<file path="src/rtl/core/sha256_message_hasher_core_defines.svh">
// Assertion macros used by the SHA-256 hasher back part.
`ifndef SHA256_MESSAGE_HASHER_CORE_DEFINES_SVH
`define SHA256_MESSAGE_HASHER_CORE_DEFINES_SVH
`ifndef SYNTHESIS
`define SHA_ASSERT_IMP(label, clk, rst_n, ante, cons) \
  label: assert property (@(posedge clk) disable iff (!rst_n) (ante) |-> (cons)) \
    else $error("assertion failed");
`define SHA_ASSERT_NEXT(label, clk, rst_n, ante, cons) \
  label: assert property (@(posedge clk) disable iff (!rst_n) (ante) |=> (cons)) \
    else $error("assertion failed");
`else
`define SHA_ASSERT_IMP(label, clk, rst_n, ante, cons)
`define SHA_ASSERT_NEXT(label, clk, rst_n, ante, cons)
`endif
`endif

</file>
<file path="src/rtl/core/sha_pkg.sv">
// Shared types, constants and round functions for the SHA-256 hasher.
package sha_pkg;

  typedef logic [31:0] word_t;

  // Request from the front part to the back part.
  typedef struct packed {
    logic       fin;
    logic [7:0] data;
  } req_t;

  localparam int unsigned QDepth = 4;

  localparam word_t [0:7] HashInit = {
    32'h6a09e667, 32'hbb67ae85, 32'h3c6ef372, 32'ha54ff53a,
    32'h510e527f, 32'h9b05688c, 32'h1f83d9ab, 32'h5be0cd19
  };

  localparam word_t [0:63] RoundK = {
    32'h428a2f98, 32'h71374491, 32'hb5c0fbcf, 32'he9b5dba5,
    32'h3956c25b, 32'h59f111f1, 32'h923f82a4, 32'hab1c5ed5,
    32'hd807aa98, 32'h12835b01, 32'h243185be, 32'h550c7dc3,
    32'h72be5d74, 32'h80deb1fe, 32'h9bdc06a7, 32'hc19bf174,
    32'he49b69c1, 32'hefbe4786, 32'h0fc19dc6, 32'h240ca1cc,
    32'h2de92c6f, 32'h4a7484aa, 32'h5cb0a9dc, 32'h76f988da,
    32'h983e5152, 32'ha831c66d, 32'hb00327c8, 32'hbf597fc7,
    32'hc6e00bf3, 32'hd5a79147, 32'h06ca6351, 32'h14292967,
    32'h27b70a85, 32'h2e1b2138, 32'h4d2c6dfc, 32'h53380d13,
    32'h650a7354, 32'h766a0abb, 32'h81c2c92e, 32'h92722c85,
    32'ha2bfe8a1, 32'ha81a664b, 32'hc24b8b70, 32'hc76c51a3,
    32'hd192e819, 32'hd6990624, 32'hf40e3585, 32'h106aa070,
    32'h19a4c116, 32'h1e376c08, 32'h2748774c, 32'h34b0bcb5,
    32'h391c0cb3, 32'h4ed8aa4a, 32'h5b9cca4f, 32'h682e6ff3,
    32'h748f82ee, 32'h78a5636f, 32'h84c87814, 32'h8cc70208,
    32'h90befffa, 32'ha4506ceb, 32'hbef9a3f7, 32'hc67178f2
  };

  localparam logic [7:0] PadByte  = 8'h80;
  localparam logic [5:0] LenStart = 6'd56;

  function automatic word_t rotr(word_t x, int unsigned n);
    rotr = (x >> n) | (x << (32 - n));
  endfunction

  function automatic word_t ssig0(word_t x);
    ssig0 = rotr(x, 7) ^ rotr(x, 18) ^ (x >> 3);
  endfunction

  function automatic word_t ssig1(word_t x);
    ssig1 = rotr(x, 17) ^ rotr(x, 19) ^ (x >> 10);
  endfunction

  function automatic word_t bsig0(word_t x);
    bsig0 = rotr(x, 2) ^ rotr(x, 13) ^ rotr(x, 22);
  endfunction

  function automatic word_t bsig1(word_t x);
    bsig1 = rotr(x, 6) ^ rotr(x, 11) ^ rotr(x, 25);
  endfunction

endpackage

</file>
<file path="src/rtl/core/sha_front.sv">
// Front part: input handshake and a short request queue toward the back part.
module sha_front
  import sha_pkg::*;
(
  input  logic       clk,
  input  logic       rst_n,
  input  logic       in_tvalid,
  output logic       in_tready,
  input  logic       in_kind,
  input  logic [7:0] in_byte,
  output logic       q_valid,
  input  logic       q_pop,
  output req_t       q_head
);
  localparam int unsigned Aw = $clog2(QDepth);

  req_t              mem_r [QDepth];
  logic [Aw-1:0]     wp_r, rp_r;
  logic [Aw:0]       cnt_r;
  logic              push;

  // Accept requests while the queue has room.
  assign in_tready = (cnt_r != (Aw+1)'(QDepth));
  assign push      = in_tvalid && in_tready;
  assign q_valid   = (cnt_r != '0);
  assign q_head    = mem_r[rp_r];

  // Queue storage and pointers.
  always_ff @(posedge clk) begin
    if (push) begin
      mem_r[wp_r] <= '{fin: in_kind, data: in_byte};
    end
    if (!rst_n) begin
      wp_r  <= '0;
      rp_r  <= '0;
      cnt_r <= '0;
    end else begin
      if (push) wp_r <= wp_r + 1'b1;
      if (q_pop) rp_r <= rp_r + 1'b1;
      cnt_r <= cnt_r + (Aw+1)'(push) - (Aw+1)'(q_pop);
    end
  end

endmodule

</file>
<file path="src/rtl/core/sha_back.sv">
// Back part: block assembly, padding, 64-round compression and digest output.
module sha_back
  import sha_pkg::*;
(
  input  logic        clk,
  input  logic        rst_n,
  input  logic        q_valid,
  output logic        q_pop,
  input  req_t        q_head,
  output logic        out_tvalid,
  input  logic        out_tready,
  output logic [31:0] out_word,
  output logic [2:0]  out_idx,
  output logic        out_last
);
`include "sha256_message_hasher_core_defines.svh"

  typedef enum logic [2:0] {S_IDLE, S_PAD, S_ZERO, S_LEN, S_RUN, S_OUT} state_t;

  state_t        st_r;
  state_t        ret_r;      // where to go after a compression
  word_t [0:7]   h_r;
  word_t [0:7]   v_r;
  word_t [0:15]  w_r;        // message schedule window
  logic [5:0]    fill_r;
  logic [60:0]   total_r;
  logic [5:0]    rnd_r;
  logic [2:0]    oidx_r;
  logic          fin_r;      // compression is the final one of a message
  logic [2:0]    lenb_r;

  word_t         wnew, t1, t2, wcur;
  logic [63:0]   bits;

  assign bits = {total_r, 3'b000};
  assign wcur = w_r[0];
  assign wnew = ssig1(w_r[14]) + w_r[9] + ssig0(w_r[1]) + w_r[0];
  assign t1   = v_r[7] + bsig1(v_r[4]) + ((v_r[4] & v_r[5]) ^ (~v_r[4] & v_r[6]))
              + RoundK[rnd_r] + wcur;
  assign t2   = bsig0(v_r[0]) + ((v_r[0] & v_r[1]) ^ (v_r[0] & v_r[2]) ^ (v_r[1] & v_r[2]));

  assign q_pop      = (st_r == S_IDLE) && q_valid;
  assign out_tvalid = (st_r == S_OUT);
  assign out_word   = h_r[oidx_r];
  assign out_idx    = oidx_r;
  assign out_last   = (oidx_r == 3'd7);

  // Put one byte into the block window, big-endian within each word.
  function automatic word_t [0:15] put_byte(word_t [0:15] w, logic [5:0] pos,
                                            logic [7:0] b);
    word_t [0:15] r;
    r = w;
    r[pos[5:2]][8*(3-pos[1:0]) +: 8] = b;
    put_byte = r;
  endfunction

  // Sequencer for byte intake, padding, rounds and digest output.
  always_ff @(posedge clk) begin
    if (!rst_n) begin
      st_r    <= S_IDLE;
      ret_r   <= S_IDLE;
      h_r     <= HashInit;
      fill_r  <= '0;
      total_r <= '0;
      rnd_r   <= '0;
      oidx_r  <= '0;
      fin_r   <= 1'b0;
      lenb_r  <= '0;
    end else begin
      case (st_r)
        S_IDLE: begin
          if (q_valid) begin
            if (!q_head.fin) begin
              w_r     <= put_byte(w_r, fill_r, q_head.data);
              fill_r  <= fill_r + 1'b1;
              total_r <= total_r + 1'b1;
              if (fill_r == 6'd63) begin
                v_r   <= h_r;
                rnd_r <= '0;
                fin_r <= 1'b0;
                ret_r <= S_IDLE;
                st_r  <= S_RUN;
              end
            end else begin
              st_r <= S_PAD;
            end
          end
        end
        S_PAD: begin
          w_r    <= put_byte(w_r, fill_r, PadByte);
          fill_r <= fill_r + 1'b1;
          if (fill_r == 6'd63) begin
            v_r   <= h_r;
            rnd_r <= '0;
            fin_r <= 1'b0;
            ret_r <= S_ZERO;
            st_r  <= S_RUN;
          end else begin
            st_r <= S_ZERO;
          end
        end
        // Zero fill: if past the length field, to end of block and then to byte 56 of the next, else to byte 56.
        S_ZERO: begin
          if (fill_r == LenStart) begin
            lenb_r <= '0;
            st_r   <= S_LEN;
          end else begin
            w_r    <= put_byte(w_r, fill_r, 8'h00);
            fill_r <= fill_r + 1'b1;
            if (fill_r == 6'd63) begin
              v_r   <= h_r;
              rnd_r <= '0;
              fin_r <= 1'b0;
              ret_r <= S_ZERO;
              st_r  <= S_RUN;
            end
          end
        end
        S_LEN: begin
          w_r    <= put_byte(w_r, fill_r, bits[8*(7-lenb_r) +: 8]);
          fill_r <= fill_r + 1'b1;
          lenb_r <= lenb_r + 1'b1;
          if (lenb_r == 3'd7) begin
            v_r   <= h_r;
            rnd_r <= '0;
            fin_r <= 1'b1;
            st_r  <= S_RUN;
          end
        end
        // One round per cycle; the window shifts in the next schedule word.
        S_RUN: begin
          v_r   <= {t1 + t2, v_r[0], v_r[1], v_r[2], v_r[3] + t1, v_r[4], v_r[5], v_r[6]};
          w_r   <= {w_r[1:15], wnew};
          rnd_r <= rnd_r + 1'b1;
          if (rnd_r == 6'd63) begin
            // Fold the working variables after the last round into the hash.
            h_r[0] <= h_r[0] + t1 + t2;
            h_r[1] <= h_r[1] + v_r[0];
            h_r[2] <= h_r[2] + v_r[1];
            h_r[3] <= h_r[3] + v_r[2];
            h_r[4] <= h_r[4] + v_r[3] + t1;
            h_r[5] <= h_r[5] + v_r[4];
            h_r[6] <= h_r[6] + v_r[5];
            h_r[7] <= h_r[7] + v_r[6];
            if (fin_r) begin
              oidx_r <= '0;
              st_r   <= S_OUT;
            end else begin
              st_r <= ret_r;
            end
          end
        end
        S_OUT: begin
          if (out_tready) begin
            oidx_r <= oidx_r + 1'b1;
            if (oidx_r == 3'd7) begin
              h_r     <= HashInit;
              fill_r  <= '0;
              total_r <= '0;
              st_r    <= S_IDLE;
            end
          end
        end
        default: st_r <= S_IDLE;
      endcase
    end
  end

  `SHA_ASSERT_IMP(a_pop_idle, clk, rst_n, q_pop, st_r == S_IDLE)
  `SHA_ASSERT_NEXT(a_out_reset, clk, rst_n, out_tvalid && out_tready && out_last, fill_r == 6'd0 && total_r == '0)
  `SHA_ASSERT_NEXT(a_run_holds, clk, rst_n, st_r == S_RUN && rnd_r != 6'd63, st_r == S_RUN)
  `SHA_ASSERT_IMP(a_len_aligned, clk, rst_n, st_r == S_LEN, fill_r[5:3] == 3'b111)

endmodule

</file>
<file path="src/rtl/core/sha256_message_hasher_core.sv">
// A data byte is taken by the back part; one that completes a block starts the
// compression. A finish request runs padding, the length field and the compression,
// with an extra block when more than 55 bytes are held, then eight digest words, one a
// cycle while out_tready is high. The 64-round compression, one round per cycle, sets
// the rate; a 4-entry queue absorbs input while it runs. Synchronous active-low reset
// restores the initial hash. Top level of the SHA-256 message hasher.
module sha256_message_hasher_core
  import sha_pkg::*;
(
  input  logic        clk,
  input  logic        rst_n,
  input  logic        in_tvalid,
  output logic        in_tready,
  input  logic [7:0]  in_tdata,   // data_byte[7:0]
  input  logic        in_tuser,   // kind
  output logic        out_tvalid,
  input  logic        out_tready,
  output logic [31:0] out_tdata,  // digest_word[31:0]
  output logic [2:0]  out_tuser,  // word_index[2:0]
  output logic        out_tlast   // last_word
);
  logic q_valid, q_pop;
  req_t q_head;

  sha_front u_front (
    .clk, .rst_n, .in_tvalid, .in_tready,
    .in_kind(in_tuser), .in_byte(in_tdata),
    .q_valid, .q_pop, .q_head
  );

  sha_back u_back (
    .clk, .rst_n, .q_valid, .q_pop, .q_head,
    .out_tvalid, .out_tready,
    .out_word(out_tdata), .out_idx(out_tuser), .out_last(out_tlast)
  );

endmodule
</file>
<file path="config.mk">
export PLATFORM = sky130hd
export DESIGN_NAME = sha256_message_hasher_core
export DESIGN_NICKNAME = d
export VERILOG_FILES = /design/src/rtl/core/sha_pkg.sv /design/src/rtl/core/sha_front.sv /design/src/rtl/core/sha_back.sv /design/src/rtl/core/sha256_message_hasher_core.sv
export VERILOG_INCLUDE_DIRS = /design/src /design/src/rtl/core
export SDC_FILE = /design/constraint.sdc
export NUM_CORES = 2
export LEC_CHECK = 0
export ABC_CLOCK_PERIOD_IN_PS = 12700
export BUFFER_PORTS_ARGS = -buffer_cell sky130_fd_sc_hd__buf_2
export CORE_MARGIN = 5
export CORE_UTILIZATION = 45
export CTS_BUF_LIST = sky130_fd_sc_hd__clkbuf_8
export DETAILED_ROUTE_END_ITERATION = 7
export PLACE_DENSITY_LB_ADDON = 0.2
export SLEW_MARGIN = 30
export SYNTH_ARGS = -nofsm -noshare
export SYNTH_HDL_FRONTEND = slang
export SYNTH_SLANG_ARGS = --single-unit
</file>
<file path="constraint.sdc">
create_clock -name clk -period 12.7 [get_ports clk]
set_clock_uncertainty 0.2 [all_clocks]
set_input_delay 3.81 -clock clk [delete_from_list [all_inputs] [get_ports clk]]
set_output_delay 3.81 -clock clk [all_outputs]
set_load 0.02 [all_outputs]
</file>
# After elaboration in Yosys (flattened, before gate mapping)

Memory sizes are Yosys's and may differ from the RTL's. A register that Yosys moved wholly into a read port is not among the register bits.
Cells that the tools add are included.

Register bits after elaboration: 1117
Latch bits: 0
Bits in writable memories: 36
Memory bits (read-only): 2048
Output and inout port bits: 38
Logic and storage cells: 237
Memories: 2

Add/subtract/negate cells: 32
Multiply operators: 0
Div/mod/pow operators: 0
Magnitude comparators: 4
Eq/ne operators: 21
Shift operators: 6
Mux-type cells: 75
Bitwise gates (word level): 30
Reduce and logical (&&, ||, !) cells: 24

Memory list:

| memory          | depth | width | read ports | clocked after memory_dff | write ports | RTL line        | source |
|---|---|---|---|---|---|---|---|
| (no name shown) | 64    | 32    | 1          | 0                        | 0           | sha_back.sv:39  | `+ RoundK[rnd_r] + wcur;` |
| u_front.mem_r   | 4     | 9     | 1          | 1                        | 1           | sha_front.sv:17 | `req_t mem_r [QDepth];` |

Operators with widths:

| cell                     | number |
|---|---|
| $pmux 512 s5             | 1 |
| $bwmux 512               | 4 |
| $mux 256                 | 8 |
| $mux 512                 | 3 |
| $pmux 256 s5             | 1 |
| $add 32x32->32           | 20 |
| $pmux 256 s2             | 1 |
| $xor 32x32->32           | 9 |
| $mux 61                  | 4 |
| $and 32x32->32           | 5 |
| $mux 32                  | 5 |
| $demux 32 s4             | 1 |
| $pmux 61 s2              | 1 |
| $bmux 32 s3              | 1 |
| $shiftx 8x34->32         | 2 |
| $shiftx 8x34->32 const A | 2 |
| $shiftx 64x33->8         | 1 |
| $add 61x1->61 const B    | 1 |
| $mux 6                   | 10 |
| $mux 3                   | 19 |
| $neg 32->34              | 1 |
| $shift 8x34->32 const A  | 1 |
| $not 32->32              | 1 |
| $or 10x32->32            | 1 |
| 51 further kinds         | 89 |

# Logic depth before layout (Yosys ltp)

Word-level depth: 11
Depth in mapped cells: 43

# Hierarchy

From an unflattened synthesis, not the netlist that was laid out.

Cell total of the unflattened synthesis: 9776
Area, all modules: 86900.8 µm²

By module, submodules not included:

| module    | instances | cells an instance | area an instance (µm²) |
|---|---|---|---|
| sha_back  | 1         | 9682              | 85141.7 |
| sha_front | 1         | 94                | 1759.2 |

# Worst setup path after synthesis

No wires, ideal clock.

Path kind: input to register
Start: input port rst_n
End: register u_back.v_r[0] in the netlist's numbering (enable)
Library setup time: 607 ps
Arrival time: 9394 ps
Path slack: 2499 ps
Stages: 4
Cell sequence: clkbuf_1 nand3_1 a311o_1 inv_1

Longest elaborated chain between the ends: 1

Ends and longest elaborated chain:

| element                           | RTL line                         | source |
|---|---|---|
| from (decl)                       | sha256_message_hasher_core.sv:11 | `input logic rst_n,` |
| $reduce_and 6->1 (no source line) | --                               |  |
| to (signal assigned)              | sha_back.sv:78                   | `v_r <= h_r;` |
| to (signal assigned)              | sha_back.sv:93                   | `v_r <= h_r;` |
| to (signal assigned)              | sha_back.sv:111                  | `v_r <= h_r;` |
| to (decl)                         | sha_back.sv:23                   | `word_t [0:7] v_r;` |

Every way passes these cells.
A chain may end at the register's enable or synchronous reset.

# Worst setup path after layout

Start: register u_back.rnd_r[0]
End: register u_back.h_r[255] in the netlist's numbering

Longest elaborated chain between the ends: 10
Elaborated cells on any way between the ends: 13
Those cells by class: add/sub: 4; eq/ne: 2; mux: 4; bitwise: 1; reduce/logical: 1; memory: 1

Ends and longest elaborated chain:

| element                                     | RTL line        | source |
|---|---|---|
| from (decl)                                 | sha_back.sv:27  | `logic [5:0] rnd_r;` |
| from (signal assigned)                      | sha_back.sv:134 | `rnd_r <= rnd_r + 1'b1;` |
| $not 6->7 (implied by the code)             | sha_back.sv:39  |  |
| $mem_v2 64x32                               | --              |  |
| $mux 32 (implied by the code) (2 in series) | sha_back.sv:39  |  |
| $add 32x32->32 (2 in series)                | sha_back.sv:39  |  |
| $add 32x32->32 (2 in series)                | sha_back.sv:137 | `h_r[0] <= h_r[0] + t1 + t2;` |
| $mux 256                                    | sha_back.sv:135 | `if (rnd_r == 6'd63) begin` |
| $pmux 256 s2                                | sha_back.sv:70  | `case (st_r)` |
| to (signal assigned)                        | sha_back.sv:62  | `h_r <= HashInit;` |
| to (signal assigned)                        | sha_back.sv:157 | `h_r <= HashInit;` |
| to (decl)                                   | sha_back.sv:22  | `word_t [0:7] h_r;` |

Several ways; a longest one is shown, not always the timed one. The select of a mux whose other input is x is not followed.

==> impl_metrics.prom <==
# TYPE chip_impl_metric gauge
chip_impl_metric{name="drc",unit=""} 56
chip_impl_info{name="synthTopCellsByArea",value="edfxtp_1, dfxtp_1, ha_1"} 1
chip_impl_metric{name="ys_seq_area_frac",unit=""} 0.354
chip_impl_metric{name="drv_cap",unit=""} 0
chip_impl_info{name="cts_tree",value="built"} 1
chip_impl_metric{name="swShare",unit=""} 0.488
chip_impl_metric{name="seq_power_share",unit=""} 0.215
chip_impl_info{name="hp-start",value="u_back.h_r[83]"} 1
chip_impl_metric{name="post_cts_resize_count",unit=""} 0
chip_impl_metric{name="worst-endpoint-arrival",unit="ns"} 11.25
chip_impl_metric{name="synthesis.instances",unit=""} 9688
chip_impl_metric{name="chipWidth",unit="um"} 452
chip_impl_metric{name="clock_latency",unit="ns"} 1.02
chip_impl_metric{name="max_freq",unit="GHz"} 0.0948
chip_impl_metric{name="transition_at_the_pin_with_the_smallest_max_transition_slack",unit="ns"} 1.10
chip_impl_info{name="failed_checks",value="DRC"} 1
chip_impl_metric{name="power_density",unit="mW/mm2"} 254
chip_impl_metric{name="ys_seq_elements",unit=""} 1153
chip_impl_metric{name="count_of_input_and_output_buffers",unit=""} 50
chip_impl_metric{name="synth_top_area_frac",unit=""} 0.274
chip_impl_metric{name="grt_overflow",unit=""} 0
chip_impl_metric{name="setup-violations-final",unit=""} 0
chip_impl_metric{name="leakagePower",unit="uW"} 0.0365
chip_impl_metric{name="worst_ir_drop_vdd",unit="mV"} 0.192
chip_impl_metric{name="layout_area_overhead",unit="%"} 7.37
chip_impl_metric{name="synth_warnings",unit=""} 0
chip_impl_metric{name="clock_path_buffers",unit=""} 3
chip_impl_metric{name="area_enclosed_by_the_die_boundary",unit="mm2"} 0.204
chip_impl_metric{name="drive_above_1_share",unit=""} 0.0756
chip_impl_metric{name="power.share.combinational",unit=""} 0.632
chip_impl_metric{name="floorplan.core_area",unit="mm2"} 0.195
chip_impl_metric{name="dieHeight",unit="um"} 452
chip_impl_metric{name="h_tree_levels",unit=""} 4
chip_impl_metric{name="drt-wirelength-per-cell",unit="um"} 27.1
chip_impl_metric{name="postRouteAntennaNets",unit=""} 0
chip_impl_metric{name="fin_crit_sh",unit=""} 0.831
chip_impl_metric{name="min_path_cells",unit=""} 2
chip_impl_metric{name="synth-async-reset-ratio",unit=""} 0
chip_impl_info{name="synth_area_leader_cell",value="edfxtp_1"} 1
chip_impl_metric{name="critical_path.max_stage_delay",unit="ns"} 0.59
chip_impl_metric{name="postRouteWirelength",unit="um"} 329000
chip_impl_metric{name="ioPinCount",unit=""} 51
chip_impl_metric{name="final_core_utilization",unit=""} 0.485
chip_impl_metric{name="synth_area",unit="mm2"} 0.0880
chip_impl_metric{name="power_report.internal_total",unit="uW"} 12300
chip_impl_metric{name="hold_violations",unit=""} 0
chip_impl_metric{name="drv_slew",unit=""} 0
chip_impl_metric{name="grt_pass1_vias",unit=""} 76300
chip_impl_metric{name="drt-initial-drc-count",unit=""} 10400
chip_impl_metric{name="rrSetupSlack",unit="ns"} 2.15
chip_impl_metric{name="netSwitchingPower",unit="uW"} 11700
chip_impl_metric{name="slew-limit-headroom",unit=""} 0.267
chip_impl_info{name="worst_r2r_startpoint",value="u_back.rnd_r[0]"} 1
chip_impl_info{name="synth_flop_cell",value="edfxtp_1"} 1
chip_impl_metric{name="effective_utilization_at_floorplan",unit=""} 0.452
chip_impl_metric{name="cts_inserted_buffers",unit=""} 212
chip_impl_metric{name="clk_pin_slew_worst_paths",unit="ns"} 0.07
chip_impl_metric{name="postCtsSetupBuffers",unit=""} 0
chip_impl_metric{name="grt_util_all_layers",unit=""} 0.309
chip_impl_metric{name="clock-sinks",unit=""} 1153
chip_impl_metric{name="route.vias.total",unit=""} 79100
chip_impl_metric{name="finalWorstPathRequiredPeriod",unit="ns"} 10.55
chip_impl_metric{name="hold_buffers",unit=""} 0
chip_impl_info{name="worstSetupPathType",value="flip-flop to flip-flop"} 1
chip_impl_metric{name="hpwl",unit="um"} 229000
chip_impl_info{name="worst_hold_path.endpoint",value="u_back.h_r[83]"} 1
chip_impl_info{name="worstReg2RegEnd",value="u_back.h_r[255]"} 1
chip_impl_metric{name="yosys.cell_types.count",unit=""} 102
chip_impl_metric{name="ff2ff_path_depth",unit=""} 35
chip_impl_metric{name="layout.filler_cells",unit=""} 18300
chip_impl_info{name="ys_top_cells_by_count",value="nand2_1, a21oi_1, edfxtp_1, clkbuf_1, o21ai_0"} 1
chip_impl_metric{name="syn-num-nets",unit=""} 10400
chip_impl_info{name="critPathCaptureType",value="flip-flop"} 1
chip_impl_metric{name="grt_antenna_before_repair",unit=""} 14
chip_impl_metric{name="grt_max_degree",unit=""} 220
chip_impl_metric{name="grt_pass1_wl",unit="um"} 485000
chip_impl_info{name="yosys.cell_count.top_type",value="nand2_1"} 1
chip_impl_info{name="hold_path.class",value="flip-flop to flip-flop"} 1
chip_impl_info{name="critPathMostFrequentCell",value="a21oi_1"} 1
chip_impl_info{name="rsz_0062_raised_after_global_routing",value="false"} 1
chip_impl_metric{name="p_clk_frac",unit=""} 0.153
chip_impl_info{name="setup.worst_path.start_class",value="flip-flop"} 1
chip_impl_metric{name="synth-edff-count",unit=""} 804
chip_impl_metric{name="num_rows",unit=""} 162
chip_impl_metric{name="replace_congestion",unit=""} 1.01
chip_impl_info{name="outcome",value="complete, but fails checks"} 1
chip_impl_info{name="critical_path.slowest_cell",value="ha_1"} 1
chip_impl_metric{name="drt_pass_1_iters",unit=""} 8
chip_impl_metric{name="setup-tns-final",unit="ns"} 0
chip_impl_metric{name="crit_required",unit="ns"} 13.40
chip_impl_metric{name="synth_area_per_cell",unit="um2"} 9.08
chip_impl_metric{name="via_per_instance_ratio",unit=""} 6.51
chip_impl_info{name="buffer_type_at_the_clock_tree_root",value="clkbuf_8"} 1
chip_impl_metric{name="worst-path-max-fanout",unit=""} 14
chip_impl_metric{name="final_net_count",unit=""} 10000
-- cell families after synthesis --
| logic type | Yosys count | share of synthesized area |
|---|---|---|
| AO/OA/AOI/OAI | 3024 | 0.224 |
| AND/OR/NAND/NOR | 2582 | 0.132 |
| buffers and inverters | 1200 | 0.0513 |
| adder cells (fa/ha/maj) | 700 | 0.118 |
| flip-flops | 1153 | 0.354 |
| multiplexers | 390 | 0.0580 |
| XOR/XNOR | 639 | 0.0636 |
-- per-layer routing --
layer  track usage  routed length (um)
met1         0.394              128000
met2         0.492              149000
met4         0.184               22200
met5             0                  43
met3        0.0568               30100
-- final cells by class --
| class | count | area (um2) | share of cell area |
|---|---|---|---|
| timing repair buffer | 186 | 1440 | 0.0153 |
| antenna | 3 | 7.51 | 0.0000795 |
| inverter | 455 | 1720 | 0.0182 |
| multi-input combinational | 7335 | 52700 | 0.558 |
| clock inverter | 151 | 858 | 0.00909 |
| sequential | 1153 | 31100 | 0.330 |
| clock buffer | 243 | 3340 | 0.0354 |
| tap | 2624 | 3280 | 0.0348 |
-- through the flow --
step	power, uW	instance area, um2	instances	setup WS (ns)	hold WS, ns
after floorplan	15900	88000	9688	2.50	0.252
after global placement	19700	90100	11700	2.11	0.272
after detailed placement	20000	90200	11800	2.20	0.283
after CTS	23700	94400	12100	2.20	0.290
after global routing	25600	94500	12100	1.44	0.323
final	24000	94500	12200	2.15	0.289
-- worst max-delay path: cells and delay by family (launching register included) --
| family | cells | cell delay, ns |
|---|---|---|
| XOR/XNOR | 3 | 0.63 |
| adder cells (fa/ha/maj) | 7 | 3.20 |
| flip-flops | 1 | 0.50 |
| AND/OR/NAND/NOR | 3 | 0.76 |
| AO/OA/AOI/OAI | 19 | 4.63 |
| buffers and inverters | 3 | 0.53 |
-- cell usage in the layout (no fill, tap or decap), types with 45 or more instances in the layout --
cell / synthesis / layout
o21a_1: 56 / 56
buf_4: 2 / 122
mux2i_1: 257 / 250
edfxtp_1: 804 / 804
clkbuf_8: 0 / 243
nand2_1: 1108 / 1102
a22oi_1: 53 / 53
o21ai_1: 361 / 360
dfxtp_1: 349 / 342
a222oi_1: 407 / 407
o22ai_1: 45 / 45
mux4_2: 92 / 92
o21ai_0: 561 / 561
and2_1: 70 / 63
o21bai_1: 49 / 49
fa_1: 228 / 228
a21o_1: 185 / 185
a31oi_1: 52 / 51
nor3_1: 342 / 337
a211oi_1: 52 / 52
nand3_1: 174 / 172
nor2_1: 507 / 488
a32oi_1: 64 / 64
buf_2: 2 / 49
a21oi_1: 831 / 830
nand2b_1: 87 / 85
xor2_1: 199 / 199
inv_1: 445 / 521
ha_1: 440 / 438
xnor2_1: 440 / 440
nor2b_1: 80 / 78
-- worst max path at each step --
stage	start	endpoint	slack [ns]	cells after the start
floorplan	rst_n	u_back.v_r[0]	2.50	4
global placement	u_back.rnd_r[0]	u_back.h_r[255]	2.11	35
detailed placement	u_back.rnd_r[0]	u_back.h_r[255]	2.20	35
CTS	u_back.rnd_r[0]	u_back.h_r[255]	2.20	35
global route	u_back.rnd_r[0]	u_back.h_r[255]	1.44	38
finish	u_back.rnd_r[0]	u_back.h_r[255]	2.15	35
-- power by group through the flow --
stage	Combinational, uW	Clock, uW	Sequential (uW)
6_report	15200	3670	5170
5_1_grt	16500	3890	5180
4_1_cts	14900	3710	5140
3_5_place_dp	14700	0	5220
3_3_place_gp	14500	0	5210
2_1_floorplan	11000	0	4920
No activity file was read; power rests on OpenSTA's default activity.
